<file path="src/rtl/manchester_pulse_width_decoder_unit_macros.svh">
// Assertion macros for the Manchester pulse width decoder.
// Needs i_clk and i_rst_n in the scope of each use; empty under SYNTHESIS.
`ifndef MANCHESTER_PULSE_WIDTH_DECODER_UNIT_MACROS_SVH
`define MANCHESTER_PULSE_WIDTH_DECODER_UNIT_MACROS_SVH
`ifndef SYNTHESIS
`define MPWD_ASSERT_NOW(label, ante, cons) \
    label: assert property (@(posedge i_clk) disable iff (!i_rst_n) (ante) |-> (cons)) \
        else $error("mpwd: same-cycle check failed");
`define MPWD_ASSERT_NEXT(label, ante, cons) \
    label: assert property (@(posedge i_clk) disable iff (!i_rst_n) (ante) |=> (cons)) \
        else $error("mpwd: next-cycle check failed");
`define MPWD_ASSERT_NEVER(label, expr) \
    label: assert property (@(posedge i_clk) disable iff (!i_rst_n) 1'b1 |-> !(expr)) \
        else $error("mpwd: forbidden condition seen");
`else
`define MPWD_ASSERT_NOW(label, ante, cons)
`define MPWD_ASSERT_NEXT(label, ante, cons)
`define MPWD_ASSERT_NEVER(label, expr)
`endif
`endif

</file>
<file path="src/rtl/mpwd_pkg.sv">
// Shared types and constants of the Manchester pulse width decoder.
// No dependencies.
package mpwd_pkg;

    localparam int WIDTH_W    = 16;
    localparam int BYTE_W     = 8;
    localparam int CFG_IDX_W  = 3;
    localparam int CFG_DATA_W = 16;

    // Configuration register indexes
    localparam logic [CFG_IDX_W-1:0] CFG_SHORT_MIN = 3'd0;
    localparam logic [CFG_IDX_W-1:0] CFG_LONG_MIN  = 3'd1;
    localparam logic [CFG_IDX_W-1:0] CFG_LONG_MAX  = 3'd2;
    localparam logic [CFG_IDX_W-1:0] CFG_MIN_BITS  = 3'd3;
    localparam logic [CFG_IDX_W-1:0] CFG_MAX_BITS  = 3'd4;
    localparam logic [CFG_IDX_W-1:0] CFG_PRE_THR   = 3'd5;

    // Register reset values
    localparam logic [WIDTH_W-1:0] RST_SHORT_MIN = 16'd200;
    localparam logic [WIDTH_W-1:0] RST_LONG_MIN  = 16'd700;
    localparam logic [WIDTH_W-1:0] RST_LONG_MAX  = 16'd1400;
    localparam logic [BYTE_W-1:0]  RST_MIN_BITS  = 8'd64;
    localparam logic [BYTE_W-1:0]  RST_MAX_BITS  = 8'd128;
    localparam logic [BYTE_W-1:0]  RST_PRE_THR   = 8'd20;

    localparam logic KIND_BYTE  = 1'b0;
    localparam logic KIND_ABORT = 1'b1;

    typedef enum logic [1:0] {
        OC_NONE,
        OC_ABORT,
        OC_FRAME,
        OC_EMPTY
    } t_outcome;

    typedef struct packed {
        logic step;
        logic clear;
        logic rd_en;
        logic load_abort;
        logic load_byte;
        logic emit_next;
    } t_dp_cmd;

    typedef struct packed {
        t_outcome outcome;
        logic     out_free;
        logic     emit_last;
    } t_dp_status;

endpackage

</file>
<file path="src/rtl/mpwd_if.sv">
// Channel interfaces of the Manchester pulse width decoder: pulse, result, config.
// Depends on mpwd_pkg.
interface mpwd_pulse_if;
    logic                         valid;
    logic                         ready;
    logic [mpwd_pkg::WIDTH_W-1:0] pulse_width;
    modport source (output valid, output pulse_width, input ready);
    modport sink   (input valid, input pulse_width, output ready);
endinterface

interface mpwd_result_if;
    logic                        valid;
    logic                        ready;
    logic                        kind;
    logic [mpwd_pkg::BYTE_W-1:0] frame_byte;
    logic [mpwd_pkg::BYTE_W-1:0] bit_count;
    logic                        last;
    modport source (output valid, output kind, output frame_byte, output bit_count,
                    output last, input ready);
    modport sink   (input valid, input kind, input frame_byte, input bit_count,
                    input last, output ready);
endinterface

interface mpwd_cfg_if;
    logic                            valid;
    logic                            ready;
    logic [mpwd_pkg::CFG_IDX_W-1:0]  index;
    logic [mpwd_pkg::CFG_DATA_W-1:0] data;
    modport source (output valid, output index, output data, input ready);
    modport sink   (input valid, input index, input data, output ready);
endinterface

</file>
<file path="src/rtl/mpwd_ctrl.sv">
// Sequencer of the Manchester pulse width decoder: steps pulses, drives emission.
// Depends on mpwd_pkg and the assertion macro header.
`include "manchester_pulse_width_decoder_unit_macros.svh"
module mpwd_ctrl (
    input  logic                 i_clk,
    input  logic                 i_rst_n,
    input  logic                 i_in_valid,
    output logic                 o_in_ready,
    input  mpwd_pkg::t_dp_status i_status,
    output mpwd_pkg::t_dp_cmd    o_cmd
);

    typedef enum logic [1:0] {
        S_IDLE,
        S_ABORT,
        S_READ,
        S_LOAD
    } t_state;

    t_state r_state;
    t_state n_state;

    always_comb begin
        o_cmd   = '0;
        n_state = r_state;
        case (r_state)
            S_IDLE: begin
                if (i_in_valid) begin
                    o_cmd.step = 1'b1;
                    case (i_status.outcome)
                        mpwd_pkg::OC_ABORT: n_state = S_ABORT;
                        mpwd_pkg::OC_FRAME: n_state = S_READ;
                        default:            n_state = S_IDLE;
                    endcase
                end
            end
            S_ABORT: begin
                if (i_status.out_free) begin
                    o_cmd.load_abort = 1'b1;
                    n_state          = S_IDLE;
                end
            end
            S_READ: begin
                o_cmd.rd_en = 1'b1;
                n_state     = S_LOAD;
            end
            S_LOAD: begin
                if (i_status.out_free) begin
                    o_cmd.load_byte = 1'b1;
                    if (i_status.emit_last) begin
                        o_cmd.clear = 1'b1;
                        n_state     = S_IDLE;
                    end else begin
                        o_cmd.emit_next = 1'b1;
                        n_state         = S_READ;
                    end
                end
            end
            default: n_state = S_IDLE;
        endcase
    end

    always_ff @(posedge i_clk) begin
        if (!i_rst_n) begin
            r_state <= S_IDLE;
        end else begin
            r_state <= n_state;
        end
    end

    assign o_in_ready = (r_state == S_IDLE);

    `MPWD_ASSERT_NOW(a_load_needs_slot, o_cmd.load_abort || o_cmd.load_byte, i_status.out_free)
    `MPWD_ASSERT_NEXT(a_frame_blocks_input,
        o_cmd.step && (i_status.outcome == mpwd_pkg::OC_FRAME), !o_in_ready)
    `MPWD_ASSERT_NEXT(a_clear_returns_idle, o_cmd.clear, o_in_ready)

endmodule

</file>
<file path="src/rtl/mpwd_dpath.sv">
// Datapath of the Manchester pulse width decoder: config registers, pulse
// classing, bit assembly, byte store and result register. Depends on mpwd_pkg.
`include "manchester_pulse_width_decoder_unit_macros.svh"
module mpwd_dpath #(
    parameter int MAX_BITS = 128
) (
    input  logic                              i_clk,
    input  logic                              i_rst_n,
    input  logic [mpwd_pkg::WIDTH_W-1:0]      i_pulse_width,
    input  logic                              i_cfg_we,
    input  logic [mpwd_pkg::CFG_IDX_W-1:0]    i_cfg_index,
    input  logic [mpwd_pkg::CFG_DATA_W-1:0]   i_cfg_data,
    input  mpwd_pkg::t_dp_cmd                 i_cmd,
    output mpwd_pkg::t_dp_status              o_status,
    output logic                              o_out_valid,
    input  logic                              i_out_ready,
    output logic                              o_kind,
    output logic [mpwd_pkg::BYTE_W-1:0]       o_frame_byte,
    output logic [mpwd_pkg::BYTE_W-1:0]       o_bit_count,
    output logic                              o_last
);

    localparam int StoreBytes = (MAX_BITS + 7) / 8;
    localparam int BW = $clog2(MAX_BITS + 1);
    localparam int AW = (StoreBytes > 1) ? $clog2(StoreBytes) : 1;
    localparam int CW = $clog2(StoreBytes + 1);

    typedef enum logic [1:0] {
        PH_HUNT,
        PH_OK,
        PH_HALF
    } t_phase;

    // Configuration
    logic [mpwd_pkg::WIDTH_W-1:0] r_short_min, r_long_min, r_long_max;
    logic [mpwd_pkg::BYTE_W-1:0]  r_min_bits, r_max_bits, r_pre_thr;

    // Frame state
    t_phase                      r_phase, n_phase;
    logic [7:0]                  r_pre, n_pre;
    logic [BW-1:0]               r_bits, n_bits;
    logic [mpwd_pkg::BYTE_W-1:0] r_acc, n_acc;
    logic [CW-1:0]               r_emit_idx;

    logic [mpwd_pkg::BYTE_W-1:0] r_mem [StoreBytes];
    logic [mpwd_pkg::BYTE_W-1:0] r_rdata;

    logic                        r_out_valid;
    logic                        r_kind, r_last;
    logic [mpwd_pkg::BYTE_W-1:0] r_byte, r_count;

    logic                        in_range, is_long;
    logic [BW-1:0]               eff_max;
    logic                        do_store, store_v, mem_we;
    logic [mpwd_pkg::BYTE_W-1:0] acc_shift;
    logic [AW-1:0]               wr_addr;
    logic [BW-1:0]               bits_shr;
    logic [BW:0]                 n_bytes;
    logic [BW-1:0]               full_bytes;
    logic [mpwd_pkg::BYTE_W-1:0] emit_byte;
    mpwd_pkg::t_outcome          outcome;
    logic                        drop_frame;

    assign in_range = (i_pulse_width >= r_short_min) && (i_pulse_width < r_long_max);
    assign is_long  = (i_pulse_width >= r_long_min);

    always_comb begin
        if (32'(r_max_bits) > MAX_BITS) begin
            eff_max = BW'(MAX_BITS);
        end else if (r_max_bits == 8'd0) begin
            eff_max = BW'(1);
        end else begin
            eff_max = BW'(r_max_bits);
        end
    end

    assign acc_shift = {store_v, r_acc[mpwd_pkg::BYTE_W-1:1]};
    assign bits_shr  = r_bits >> 3;
    assign wr_addr   = bits_shr[AW-1:0];

    always_comb begin
        n_phase  = r_phase;
        n_pre    = r_pre;
        n_bits   = r_bits;
        n_acc    = r_acc;
        do_store = 1'b0;
        store_v  = 1'b0;
        mem_we   = 1'b0;
        outcome  = mpwd_pkg::OC_NONE;
        if (!in_range) begin
            // gap: keep the frame if long enough, else drop it
            if ((32'(r_bits) >= 32'(r_min_bits)) && (r_bits < eff_max)) begin
                outcome = (r_bits == '0) ? mpwd_pkg::OC_EMPTY : mpwd_pkg::OC_FRAME;
            end else begin
                outcome = mpwd_pkg::OC_ABORT;
            end
        end else begin
            case (r_phase)
                PH_HUNT: begin
                    if (!is_long) begin
                        if (r_pre != 8'hFF) begin
                            n_pre = r_pre + 8'd1;
                        end
                    end else if (r_pre > r_pre_thr) begin
                        // level set to one then toggled: first bit is zero
                        n_pre    = 8'd0;
                        do_store = 1'b1;
                        store_v  = 1'b0;
                    end else begin
                        outcome = mpwd_pkg::OC_ABORT;
                    end
                end
                PH_OK: begin
                    if (!is_long) begin
                        n_phase = PH_HALF;
                    end else begin
                        n_pre    = {7'd0, ~r_pre[0]};
                        do_store = 1'b1;
                        store_v  = ~r_pre[0];
                    end
                end
                PH_HALF: begin
                    if (!is_long) begin
                        do_store = 1'b1;
                        store_v  = r_pre[0];
                    end else begin
                        outcome = mpwd_pkg::OC_ABORT;
                    end
                end
                default: n_phase = PH_HUNT;
            endcase
            if (do_store) begin
                n_phase = PH_OK;
                if (32'(r_bits) < MAX_BITS) begin
                    n_acc  = acc_shift;
                    n_bits = r_bits + BW'(1);
                    if (r_bits[2:0] == 3'd7) begin
                        mem_we = 1'b1;
                        n_acc  = '0;
                    end
                end
            end
            if ((outcome == mpwd_pkg::OC_NONE) && (n_bits >= eff_max)) begin
                outcome = mpwd_pkg::OC_FRAME;
            end
        end
    end

    assign drop_frame = i_cmd.clear || (i_cmd.step &&
        ((outcome == mpwd_pkg::OC_ABORT) || (outcome == mpwd_pkg::OC_EMPTY)));

    always_ff @(posedge i_clk) begin
        if (!i_rst_n) begin
            r_short_min <= mpwd_pkg::RST_SHORT_MIN;
            r_long_min  <= mpwd_pkg::RST_LONG_MIN;
            r_long_max  <= mpwd_pkg::RST_LONG_MAX;
            r_min_bits  <= mpwd_pkg::RST_MIN_BITS;
            r_max_bits  <= mpwd_pkg::RST_MAX_BITS;
            r_pre_thr   <= mpwd_pkg::RST_PRE_THR;
            r_phase     <= PH_HUNT;
            r_pre       <= '0;
            r_bits      <= '0;
            r_acc       <= '0;
            r_emit_idx  <= '0;
        end else begin
            if (i_cfg_we) begin
                case (i_cfg_index)
                    mpwd_pkg::CFG_SHORT_MIN: r_short_min <= i_cfg_data;
                    mpwd_pkg::CFG_LONG_MIN:  r_long_min  <= i_cfg_data;
                    mpwd_pkg::CFG_LONG_MAX:  r_long_max  <= i_cfg_data;
                    mpwd_pkg::CFG_MIN_BITS:  r_min_bits  <= i_cfg_data[7:0];
                    mpwd_pkg::CFG_MAX_BITS:  r_max_bits  <= i_cfg_data[7:0];
                    mpwd_pkg::CFG_PRE_THR:   r_pre_thr   <= i_cfg_data[7:0];
                    default: ;
                endcase
            end
            if (drop_frame) begin
                r_phase    <= PH_HUNT;
                r_pre      <= '0;
                r_bits     <= '0;
                r_acc      <= '0;
                r_emit_idx <= '0;
            end else begin
                if (i_cmd.step) begin
                    r_phase <= n_phase;
                    r_pre   <= n_pre;
                    r_bits  <= n_bits;
                    r_acc   <= n_acc;
                end
                if (i_cmd.emit_next) begin
                    r_emit_idx <= r_emit_idx + CW'(1);
                end
            end
        end
    end

    // Byte store: completed bytes only, the partial byte stays in r_acc
    always_ff @(posedge i_clk) begin
        if (i_cmd.step && mem_we) begin
            r_mem[wr_addr] <= acc_shift;
        end
        if (i_cmd.rd_en) begin
            r_rdata <= r_mem[r_emit_idx[AW-1:0]];
        end
    end

    assign n_bytes    = ({1'b0, r_bits} + (BW+1)'(7)) >> 3;
    assign full_bytes = r_bits >> 3;
    assign emit_byte  = (32'(r_emit_idx) < 32'(full_bytes)) ? r_rdata : r_acc;

    always_ff @(posedge i_clk) begin
        if (!i_rst_n) begin
            r_out_valid <= 1'b0;
        end else if (i_cmd.load_abort || i_cmd.load_byte) begin
            r_out_valid <= 1'b1;
        end else if (i_out_ready) begin
            r_out_valid <= 1'b0;
        end
    end

    always_ff @(posedge i_clk) begin
        if (i_cmd.load_abort) begin
            r_kind  <= mpwd_pkg::KIND_ABORT;
            r_byte  <= '0;
            r_count <= '0;
            r_last  <= 1'b1;
        end else if (i_cmd.load_byte) begin
            r_kind  <= mpwd_pkg::KIND_BYTE;
            r_byte  <= emit_byte;
            r_count <= 8'(r_bits);
            r_last  <= o_status.emit_last;
        end
    end

    assign o_status.outcome   = outcome;
    assign o_status.out_free  = !r_out_valid || i_out_ready;
    assign o_status.emit_last = ((32'(r_emit_idx) + 32'd1) == 32'(n_bytes));

    assign o_out_valid  = r_out_valid;
    assign o_kind       = r_kind;
    assign o_frame_byte = r_byte;
    assign o_bit_count  = r_count;
    assign o_last       = r_last;

    `MPWD_ASSERT_NEVER(a_bits_bounded, 32'(r_bits) > MAX_BITS)
    `MPWD_ASSERT_NEXT(a_byte_flush_empties_acc, i_cmd.step && mem_we, r_acc == '0)
    `MPWD_ASSERT_NOW(a_abort_payload, r_out_valid && (r_kind == mpwd_pkg::KIND_ABORT),
        (r_byte == '0) && (r_count == '0) && r_last)

endmodule

</file>
<file path="src/rtl/manchester_pulse_width_decoder_unit.sv">
// Top level of the Manchester pulse width decoder.
// Depends on mpwd_pkg, mpwd_if.sv, mpwd_ctrl and mpwd_dpath.
//
//   channel    dir  payload                                  request taken when
//   i_pulse    in   pulse_width[15:0]                        valid && ready
//   i_cfg      in   index[2:0], data[15:0]                   valid && ready (ready tied high)
//   o_result   out  kind, frame_byte[7:0], bit_count[7:0],   valid && ready
//                   last
//
// A pulse that yields no result leaves the sequencer idle. An abort passes through
// S_ABORT before the next pulse is taken; a completed frame passes S_READ then S_LOAD
// per byte, set by the registered read of the byte store (one address, then one byte out).
// The byte store needs no clearing pass: only bytes written in the current frame
// are read back. Synchronous active-low reset restores register defaults.
// A stalled result holds in the output register; pulses that yield nothing are
// still taken meanwhile, and the sequencer waits only when it needs that slot.
module manchester_pulse_width_decoder_unit #(
    parameter int MAX_BITS = 128
) (
    input  logic                 i_clk,
    input  logic                 i_rst_n,
    mpwd_pulse_if.sink           i_pulse,
    mpwd_cfg_if.sink             i_cfg,
    mpwd_result_if.source        o_result
);

    mpwd_pkg::t_dp_cmd    cmd;
    mpwd_pkg::t_dp_status status;

    // Registers accept a write in any cycle
    assign i_cfg.ready = 1'b1;

    mpwd_ctrl u_ctrl (
        .i_clk      (i_clk),
        .i_rst_n    (i_rst_n),
        .i_in_valid (i_pulse.valid),
        .o_in_ready (i_pulse.ready),
        .i_status   (status),
        .o_cmd      (cmd)
    );

    mpwd_dpath #(
        .MAX_BITS (MAX_BITS)
    ) u_dpath (
        .i_clk         (i_clk),
        .i_rst_n       (i_rst_n),
        .i_pulse_width (i_pulse.pulse_width),
        .i_cfg_we      (i_cfg.valid),
        .i_cfg_index   (i_cfg.index),
        .i_cfg_data    (i_cfg.data),
        .i_cmd         (cmd),
        .o_status      (status),
        .o_out_valid   (o_result.valid),
        .i_out_ready   (o_result.ready),
        .o_kind        (o_result.kind),
        .o_frame_byte  (o_result.frame_byte),
        .o_bit_count   (o_result.bit_count),
        .o_last        (o_result.last)
    );

endmodule

</file>
<file path="src/flat_wrapper.sv">
// flat-port wrapper written by rule: the top's interface ports become plain ports
module manchester_pulse_width_decoder_unit_flat 
#(
    parameter int MAX_BITS = 128
)
  (i_clk, i_rst_n, i_pulse_valid, i_pulse_pulse_width, i_pulse_ready, i_cfg_valid, i_cfg_index, i_cfg_data, i_cfg_ready, o_result_valid, o_result_kind, o_result_frame_byte, o_result_bit_count, o_result_last, o_result_ready);
  mpwd_pulse_if i_pulse_i ();
  mpwd_cfg_if i_cfg_i ();
  mpwd_result_if o_result_i ();
  input  logic i_clk;
  input  logic i_rst_n;
  input wire logic [$bits(i_pulse_i.valid)-1:0] i_pulse_valid;
  input wire logic [$bits(i_pulse_i.pulse_width)-1:0] i_pulse_pulse_width;
  output wire logic [$bits(i_pulse_i.ready)-1:0] i_pulse_ready;
  input wire logic [$bits(i_cfg_i.valid)-1:0] i_cfg_valid;
  input wire logic [$bits(i_cfg_i.index)-1:0] i_cfg_index;
  input wire logic [$bits(i_cfg_i.data)-1:0] i_cfg_data;
  output wire logic [$bits(i_cfg_i.ready)-1:0] i_cfg_ready;
  output wire logic [$bits(o_result_i.valid)-1:0] o_result_valid;
  output wire logic [$bits(o_result_i.kind)-1:0] o_result_kind;
  output wire logic [$bits(o_result_i.frame_byte)-1:0] o_result_frame_byte;
  output wire logic [$bits(o_result_i.bit_count)-1:0] o_result_bit_count;
  output wire logic [$bits(o_result_i.last)-1:0] o_result_last;
  input wire logic [$bits(o_result_i.ready)-1:0] o_result_ready;
  assign i_pulse_i.valid = i_pulse_valid;
  assign i_pulse_i.pulse_width = i_pulse_pulse_width;
  assign i_pulse_ready = i_pulse_i.ready;
  assign i_cfg_i.valid = i_cfg_valid;
  assign i_cfg_i.index = i_cfg_index;
  assign i_cfg_i.data = i_cfg_data;
  assign i_cfg_ready = i_cfg_i.ready;
  assign o_result_valid = o_result_i.valid;
  assign o_result_kind = o_result_i.kind;
  assign o_result_frame_byte = o_result_i.frame_byte;
  assign o_result_bit_count = o_result_i.bit_count;
  assign o_result_last = o_result_i.last;
  assign o_result_i.ready = o_result_ready;
  manchester_pulse_width_decoder_unit #(.MAX_BITS(MAX_BITS)) u_core (.i_clk(i_clk), .i_rst_n(i_rst_n), .i_pulse(i_pulse_i), .i_cfg(i_cfg_i), .o_result(o_result_i));
endmodule
</file>
<file path="config.mk">
export PLATFORM = sky130hd
export DESIGN_NAME = manchester_pulse_width_decoder_unit_flat
export DESIGN_NICKNAME = d
export VERILOG_FILES = /design/src/rtl/mpwd_pkg.sv /design/src/rtl/mpwd_if.sv /design/src/rtl/mpwd_ctrl.sv /design/src/rtl/mpwd_dpath.sv /design/src/rtl/manchester_pulse_width_decoder_unit.sv /design/src/flat_wrapper.sv
export VERILOG_INCLUDE_DIRS = /design/src /design/src/rtl
export SDC_FILE = /design/constraint.sdc
export NUM_CORES = 1
export LEC_CHECK = 0
export ABC_AREA = 1
export BUFFER_PORTS_ARGS = -buffer_cell sky130_fd_sc_hd__buf_4
export CAP_MARGIN = 10
export CORE_MARGIN = 2
export CORE_UTILIZATION = 58
export CTS_BUF_LIST = sky130_fd_sc_hd__clkbuf_16
export CTS_CLUSTER_DIAMETER = 40
export DETAILED_ROUTE_END_ITERATION = 6
export GPL_ROUTABILITY_DRIVEN = 1
export PLACE_DENSITY = 0.86
export SLEW_MARGIN = 0
export SYNTH_ARGS = -nofsm -noshare
export SYNTH_HDL_FRONTEND = slang
export SYNTH_SLANG_ARGS = --single-unit
</file>
<file path="constraint.sdc">
create_clock -name i_clk -period 4.2 [get_ports i_clk]
set_clock_uncertainty 0.15 [all_clocks]
set_input_delay 0.84 -clock i_clk [delete_from_list [all_inputs] [get_ports i_clk]]
set_output_delay 0.84 -clock i_clk [all_outputs]
set_load 0.02 [all_outputs]
</file>
==> summary.md, run 1 <==
| Metric | Value |
|---|---|
| Post-route core utilization | `roughly two thirds` |
| Design Area, Final | `between 0.01 and 0.015 sq mm` |
| CTS Hold Buffers Added | `0` |
| Post-CTS Setup Bufs | `0` |
| CTS Root Buffer Type | `clkbuf_16` |
| Reg area | `approximately 0.0066 sq mm` |
| Nets | `1605` |
| Die X-Extent | `between 150 and 200 um` |
| Clock Sinks | `260` |
| Syn nets | `roughly 1500` |
| Max Fanout on Critical Path | `7` |
| WP data arrival | `a little under 4 ns` |
| Crit path launch | `i_pulse_pulse_width[11]` |
| DP Cell Count | `approximately 1700` |
| Gr ovfl total | `0` |
| Clock Latency Late Sink | `0.52 ns` |
| Async S/R FF share, synth | `0%` |
| Area occupied by multi-input gates | `~0.0054 sq mm` |
| Crit path capture type | `flip-flop` |
| TritonRoute pass-1 iters | `7` |
| Final period utilization | `a little under nine tenths` |
| Outcome | `finished clean` |
| # diodes | `0` |
| Synth Cell Area | `around 0.013 sq mm` |
| Leak | `roughly 6.3 nW` |
| Cell Count, Final, Fillers Out | `1781` |
| Pwr/cell area | `between 400 and 500 mW/mm^2` |
| CP required | `between 4 and 5 ns` |
| Main flop type after synthesis | `edfxtp_1` |
| DR iter-0 viols | `just over 800` |
| Leading cell type in the layout, fill and taps excluded | `nand2_1` |
| Initial Util | `slightly below 60%` |
| Vias in the first global route | `roughly 10000` |
| Remaining antenna violation count | `0` |
| HPWL Detailed | `19600 um` |
| Critical Path Source Type | `primary input` |
| Full die area | `around 0.023 sq mm` |
| Pre-CTS setup slack | `roughly 0.19 ns` |
| Mean routed wirelength per cell | `17.1 um` |
| Core area | `around 0.022 sq mm` |
| Clk slew on worst S/H paths | `0.06 ns` |
| Chip Height | `153 um` |
| Slew headroom | `between 30% and 40%` |
| Post-DP Area | `0.0135 sq mm` |
| RSZ-0062 raised after global routing | `false` |
| Via-per-instance ratio | `about 5.8` |
| Commonest cells after routing, fill and taps aside | `nand2_1 (217), nor2_1 (185), inv_1 (148)` |
| Worst R2R Start | `u_core.u_dpath.r_long_min[11]` |
| First-pass GRT wire length | `49700 um` |
| Number of core rows | `54` |
| MaxCap Viol Count | `0` |
| Drt drc | `0` |
| Setup TNS | `0 ns` |
| Antenna violations before repair | `0` |
| Peak VDD IR | `~0.36 mV` |
| EDFF count, synth | `between 100 and 150` |
| Port bufs | `between 50 and 60` |
| Worst Path Class, Setup | `in -> reg` |
| CTS tree | `done` |
| Layout cell share with drive strength beyond 1 | `between 10% and 20%` |
| H-tree depth | `2` |
| Hold WC Path Type | `reg -> reg` |
| IO Count | `61` |
| HP Start | `u_core.u_dpath.o_bit_count[7]` |
| Worst-margin pin slew | `just over 1 ns` |
| Yosys cell types | `50` |
| Post-cts sizing count | `0` |
| Mapped Avg Cell Area | `between 9 and 10 sq um` |
| Filler cell count in the final layout | `~1600` |
| Clk buf depth | `3` |
| Syn. warnings | `0` |
| Hold Vio Cnt, Final | `0` |
| Cell count after synthesis | `between 1000 and 1500` |
| Sequential area share after synthesis | `about half` |
| Min cycle time layout | `3.58 ns` |
| Final setup fails | `0` |
| Largest net degree at the start of global routing | `74` |
| CTS buffer count | `36` |
| Maximum clock frequency | `~0.28 GHz` |
| Final Worst Setup Slack | `between 0.6 and 0.7 ns` |
| Routed wire length | `30400 um` |
| #FFs+latches synth | `260` |
| DR vias | `approximately 10000` |
| GPL Wtd Cong | `~0.87` |
| Gr usage total | `between 20% and 30%` |
| Slew Viols, Final | `0` |
| Synth-to-Final Area Change | `15.6%` |
Yosys cell counts, types with 2 or more instances:
cell / count / area, sq um
nand2_1: 217 / 815
o21ai_2: 2 / 17.5
o21bai_1: 2 / 15.0
a21o_1: 2 / 15.0
buf_1: 3 / 11.3
buf_4: 5 / 37.5
nor3_2: 2 / 20.0
nand3_2: 4 / 40.0
o21ai_0: 132 / 661
buf_2: 5 / 25.0
nand3_1: 32 / 160
xor2_1: 14 / 123
mux2i_1: 22 / 220
a211oi_1: 2 / 15.0
clkbuf_1: 40 / 150
buf_6: 2 / 22.5
inv_1: 148 / 556
inv_2: 6 / 22.5
dfxtp_1: 124 / 2480
nand4_1: 10 / 62.6
or2_0: 2 / 12.5
o22ai_1: 6 / 37.5
nor2_1: 185 / 694
nor3_1: 18 / 90.1
o32ai_1: 5 / 43.8
edfxtp_1: 136 / 4080
a21oi_1: 102 / 510
nor2_8: 3 / 60.1
clkinv_1: 3 / 11.3
or2_2: 3 / 18.8
o211ai_1: 25 / 188
xnor2_1: 3 / 26.3
ha_1: 91 / 1140
nand2_2: 4 / 25.0
o221ai_1: 22 / 193
o21ai_1: 11 / 55.1
final cells by class:
cell class	instances	area share (%)
clock buffer	38	6.43
multi-input combinational	934	36.4
tap	280	2.37
timing repair buffer	84	4.26
inverter	158	4.03
clock inverter	27	2.11
sequential	260	44.4
sequential cells by signal, summed over array words and instances, names as in the netlist, 16 cells and up:
name	cells
u_core.u_dpath.r_long_min	16
u_core.u_dpath.r_mem	128
u_core.u_dpath.r_long_max	16
u_core.u_dpath.r_short_min	16
stage by stage:
step	total power, mW	hold slack (ns)
after floorplan	2.93	0.283
after global placement	3.02	0.289
after detailed placement	3.03	0.293
after CTS	6.17	0.310
after global routing	6.31	0.324
final	6.15	0.308
per-layer routing:
layer | track usage (%) | up-vias | share of wire, %
met1 | 32.3 | 4821 | 39
li1 | - | 4940 | -
met2 | 45.2 | 490 | 50
met5 | 0 | - | 0
met4 | 10.8 | 0 | 3.1
met3 | 4.35 | 77 | 8.0
power by group:
group	switching (mW)	leakage, nW	internal [mW]	total [mW]
Clock	1.18	0.613	1.98	3.17
Combinational	0.193	3.26	0.109	0.302
Sequential	0.0115	2.47	2.67	2.69
Total	1.39	6.34	4.76	6.15
final timing paths:
check / end / slack [ns] / cells past startpoint
worst min-delay path: u_core.u_dpath.o_bit_count[7] / 0.31 / 2
worst max-delay path: u_core.u_ctrl.r_state[1] / 0.62 / 23
worst min register to register: u_core.u_dpath.o_bit_count[7] / 0.31 / 2
worst max register to register: u_core.u_ctrl.r_state[1] / 0.74 / 23
worst max-delay path: stages:
cell,delay (ns)
buf_4,0.12
ha_1,0.29
a21oi_1,0.18
o21ai_0,0.11
a21oi_1,0.21
nand3_2,0.17
o21ai_2,0.23
nand2_2,0.13
inv_1,0.09
nand2_1,0.11
o21ai_0,0.21
inv_1,0.07
ha_1,0.27
nand2_1,0.05
o21ai_0,0.16
nand2_1,0.07
nand3_1,0.08
nand3_1,0.08
nand2_1,0.08
nand3_1,0.07
nand2_1,0.07
nand2_1,0.05
a21oi_1,0.11
kinds of logic after synthesis:
kind of cell | after synthesis | synth area share (%)
other | 1 | 0.0293
muxes | 22 | 1.72
xor gates and xnor gates | 17 | 1.16
DFF | 260 | 51.3
and+or+nand+nor | 486 | 16.0
buffers and inverters | 213 | 6.58
adders and majority gates | 91 | 8.90
AOI/OAI and AO/OA | 317 | 14.2
Power figures use the tool's default switching activity.
==> inputs of run 2 (changes only) <==
==> constraint.sdc (replaced) <==
create_clock -name i_clk -period 3.49 [get_ports i_clk]
set_clock_uncertainty 0.15 [all_clocks]
set_input_delay 0.698 -clock i_clk [delete_from_list [all_inputs] [get_ports i_clk]]
set_output_delay 0.698 -clock i_clk [all_outputs]
set_load 0.02 [all_outputs]
==> summary.md, run 2 (same netlist as run 1, synthesis figures left out) <==
| Metric | Value |
|---|---|
| Outcome | `finished clean` |
| Synth-to-Final Area Change | `17.5%` |
| GR met1 Demand/Resource | `between 30 and 40%` |
| Clock Sinks | `260` |
| Crit-path cells | `inv_1, ha_4, a21oi_2, nor2_1, nor3_2, nand2_1, nand2_2, nand3_4, o21ai_4, nand2_2, buf_6, nand2_1, o21ai_1, ha_1, nand2_1, nor2_1, nand4_1, nand3_1, nand3_1, nand2_1, nand3_2, nand2_1, nand2_1, a21oi_1` |
| Die X-Extent | `~150 um` |
| Largest Register | `u_core.u_dpath.r_mem` |
| Pre-CTS setup slack | `-0.442 ns` |
| Final setup fails | `0` |
| CP required | `3.77 ns` |
| Max Fanout on Critical Path | `6` |
| Most used cell along the critical path | `nand2_1` |
| Layout cell share with drive strength beyond 1 | `between 15 and 20%` |
| Post-DP Area | `0.0138 sq mm` |
| Commonest cells after routing, fill and taps aside | `nand2_1 (215), nor2_1 (184), inv_1 (146)` |
| Core area | `between 0.02 and 0.025 sq mm` |
| GPL Wtd Cong | `approximately 0.88` |
| Worst Path Class, Setup | `reg -> reg` |
| Slew Viols, Final | `0` |
| RSZ-0062 raised after global routing | `true` |
| IO Count | `61` |
| Global routing's busiest layer | `met2` |
| Peak VDD IR | `approximately 0.38 mV` |
| Grt met3 use | `under 10%` |
| Number of core rows | `between 50 and 60` |
| Final period utilization | `96.7%` |
| Leading cell type in the layout, fill and taps excluded | `nand2_1` |
| Crit path launch | `u_core.u_dpath.r_long_min[5]` |
| Crit path to | `u_core.u_ctrl.r_state[1]` |
| Pwr/cell area | `~460 mW/mm^2` |
| Via-per-instance ratio | `about 5.8` |
| CTS tree | `done` |
| Worst r2r path cells | `24` |
| Routed wire length | `31400 um` |
| Critical Path Source Type | `flip-flop` |
| Drt drc | `0` |
| Antenna violations before repair | `0` |
| CP max stage delay | `0.30 ns` |
| Min cycle time layout | `between 3 and 4 ns` |
| Chip Height | `around 150 um` |
| Reg2reg setup slack | `0.11 ns` |
| Filler cell count in the final layout | `between 1000 and 1500` |
| Port bufs | `between 50 and 60` |
| Slowest stage cell on the critical path | `dfxtp_1` |
| Met2 usage | `between 40% and 50%` |
| Vias in the first global route | `about 10000` |
| Maximum clock frequency | `around 0.30 GHz` |
| H-tree depth | `2` |
| Worst-margin pin slew | `~0.86 ns` |
| Mean routed wirelength per cell | `17.4 um` |
| Crit path capture type | `flip-flop` |
| Clock Latency Late Sink | `a little over 0.5 ns` |
| MaxCap Viol Count | `0` |
| Full die area | `about 0.023 sq mm` |
| Nets | `roughly 1600` |
| Remaining antenna violation count | `0` |
| DR iter-0 viols | `slightly below 900` |
| Gr usage total | `about a quarter` |
| Leak | `between 6 and 7 nW` |
| Gr ovfl total | `0` |
| Hold Vio Cnt, Final | `0` |
| Clk buf depth | `3` |
| Slew headroom | `between 40 and 50%` |
| Clk slew on worst S/H paths | `around 0.060 ns` |
| First-pass GRT wire length | `between 50000 and 60000 um` |
| DR vias | `around 11000` |
| Final Worst Setup Slack | `0.114 ns` |
| Hold WC Path Type | `in -> reg` |
| Max reg flops | `about 130` |
| FF-to-FF End | `u_core.u_ctrl.r_state[1]` |
| CTS buffer count | `34` |
| TritonRoute pass-1 iters | `6` |
| WP data arrival | `3.66 ns` |
| # diodes | `0` |
| Worst R2R Start | `u_core.u_dpath.r_long_min[5]` |
| Initial Util | `58.8%` |
| Largest net degree at the start of global routing | `74` |
| Design Area, Final | `approximately 0.015 sq mm` |
| HPWL Detailed | `just over 20000 um` |
| CTS Root Buffer Type | `clkbuf_16` |
[run 2: through the flow]
| stage | hold slack, ns | utilization, % | std cells | TNS (ns) | power (mW) |
|---|---|---|---|---|---|
| global placement | 0.288 | 63.2 | 1745 | -0.331 | 3.66 |
| floorplan | 0.283 | - | 1407 | 0 | 3.53 |
| global route | 0.299 | 69.1 | 1808 | -0.117 | 7.18 |
| finish | 0.296 | 69.1 | 1808 | 0 | 6.98 |
| detailed placement | 0.291 | 63.2 | 1745 | -4.55 | 3.68 |
| CTS | 0.274 | 68.2 | 1806 | 0 | 6.98 |
[run 2: layout make-up]
class | instances | area, sq um | area share [%]
multi-input combinational | 934 | 5540 | 36.9
tap | 280 | 350 | 2.33
sequential | 260 | 6580 | 43.8
timing repair buffer | 115 | 880 | 5.85
clock buffer | 35 | 876 | 5.83
clock inverter | 26 | 213 | 1.42
inverter | 158 | 596 | 3.96
[run 2: worst min-delay path by stage]
stage,from,endpoint,slack [ns],cells past startpoint
6_report,i_cfg_data[9],u_core.u_dpath.r_long_min[9],0.30,3
5_1_grt,i_cfg_data[10],u_core.u_dpath.r_long_max[10],0.30,3
4_1_cts,i_cfg_data[9],u_core.u_dpath.r_long_min[9],0.27,3
3_5_place_dp,u_core.u_dpath.o_frame_byte[2],u_core.u_dpath.o_frame_byte[2],0.29,2
3_3_place_gp,u_core.u_dpath.o_frame_byte[1],u_core.u_dpath.o_frame_byte[1],0.29,2
2_1_floorplan,u_core.u_dpath.r_long_max[11],u_core.u_dpath.r_long_max[11],0.28,2
[run 2: repair_timing]
action / CTS / global route
endpoints found under the hold margin: 0 / 0
endpoints found under the setup margin: 0 / 1
buffers inserted: 0 / 2
hold buffers: 0 / 0
gates resized for setup: 0 / 39
[run 2: where the power goes]
part	total (mW)	internal [mW]	switching, mW
registers	3.23	3.22	0.0144
clock network	3.33	2.00	1.33
logic	0.409	0.158	0.251
[run 2: worst max-delay path, delay by kind of cell, from the launching register on]
family | cells | cell delay (ns)
buffers and inverters | 2 | 0.25
DFF | 1 | 0.30
adders and majority gates | 2 | 0.50
AOI/OAI and AO/OA | 4 | 0.55
and+or+nand+nor | 16 | 1.54
[run 2: routing by layer]
layer / wire (um) / share of wire, % / vias to the layer above
li1: - / - / 5001
met3: 2320 / 7.4 / 104
met4: 1040 / 3.3 / 0
met1: 12300 / 39 / 4970
met2: 15800 / 50 / 487
met5: 0 / 0 / -
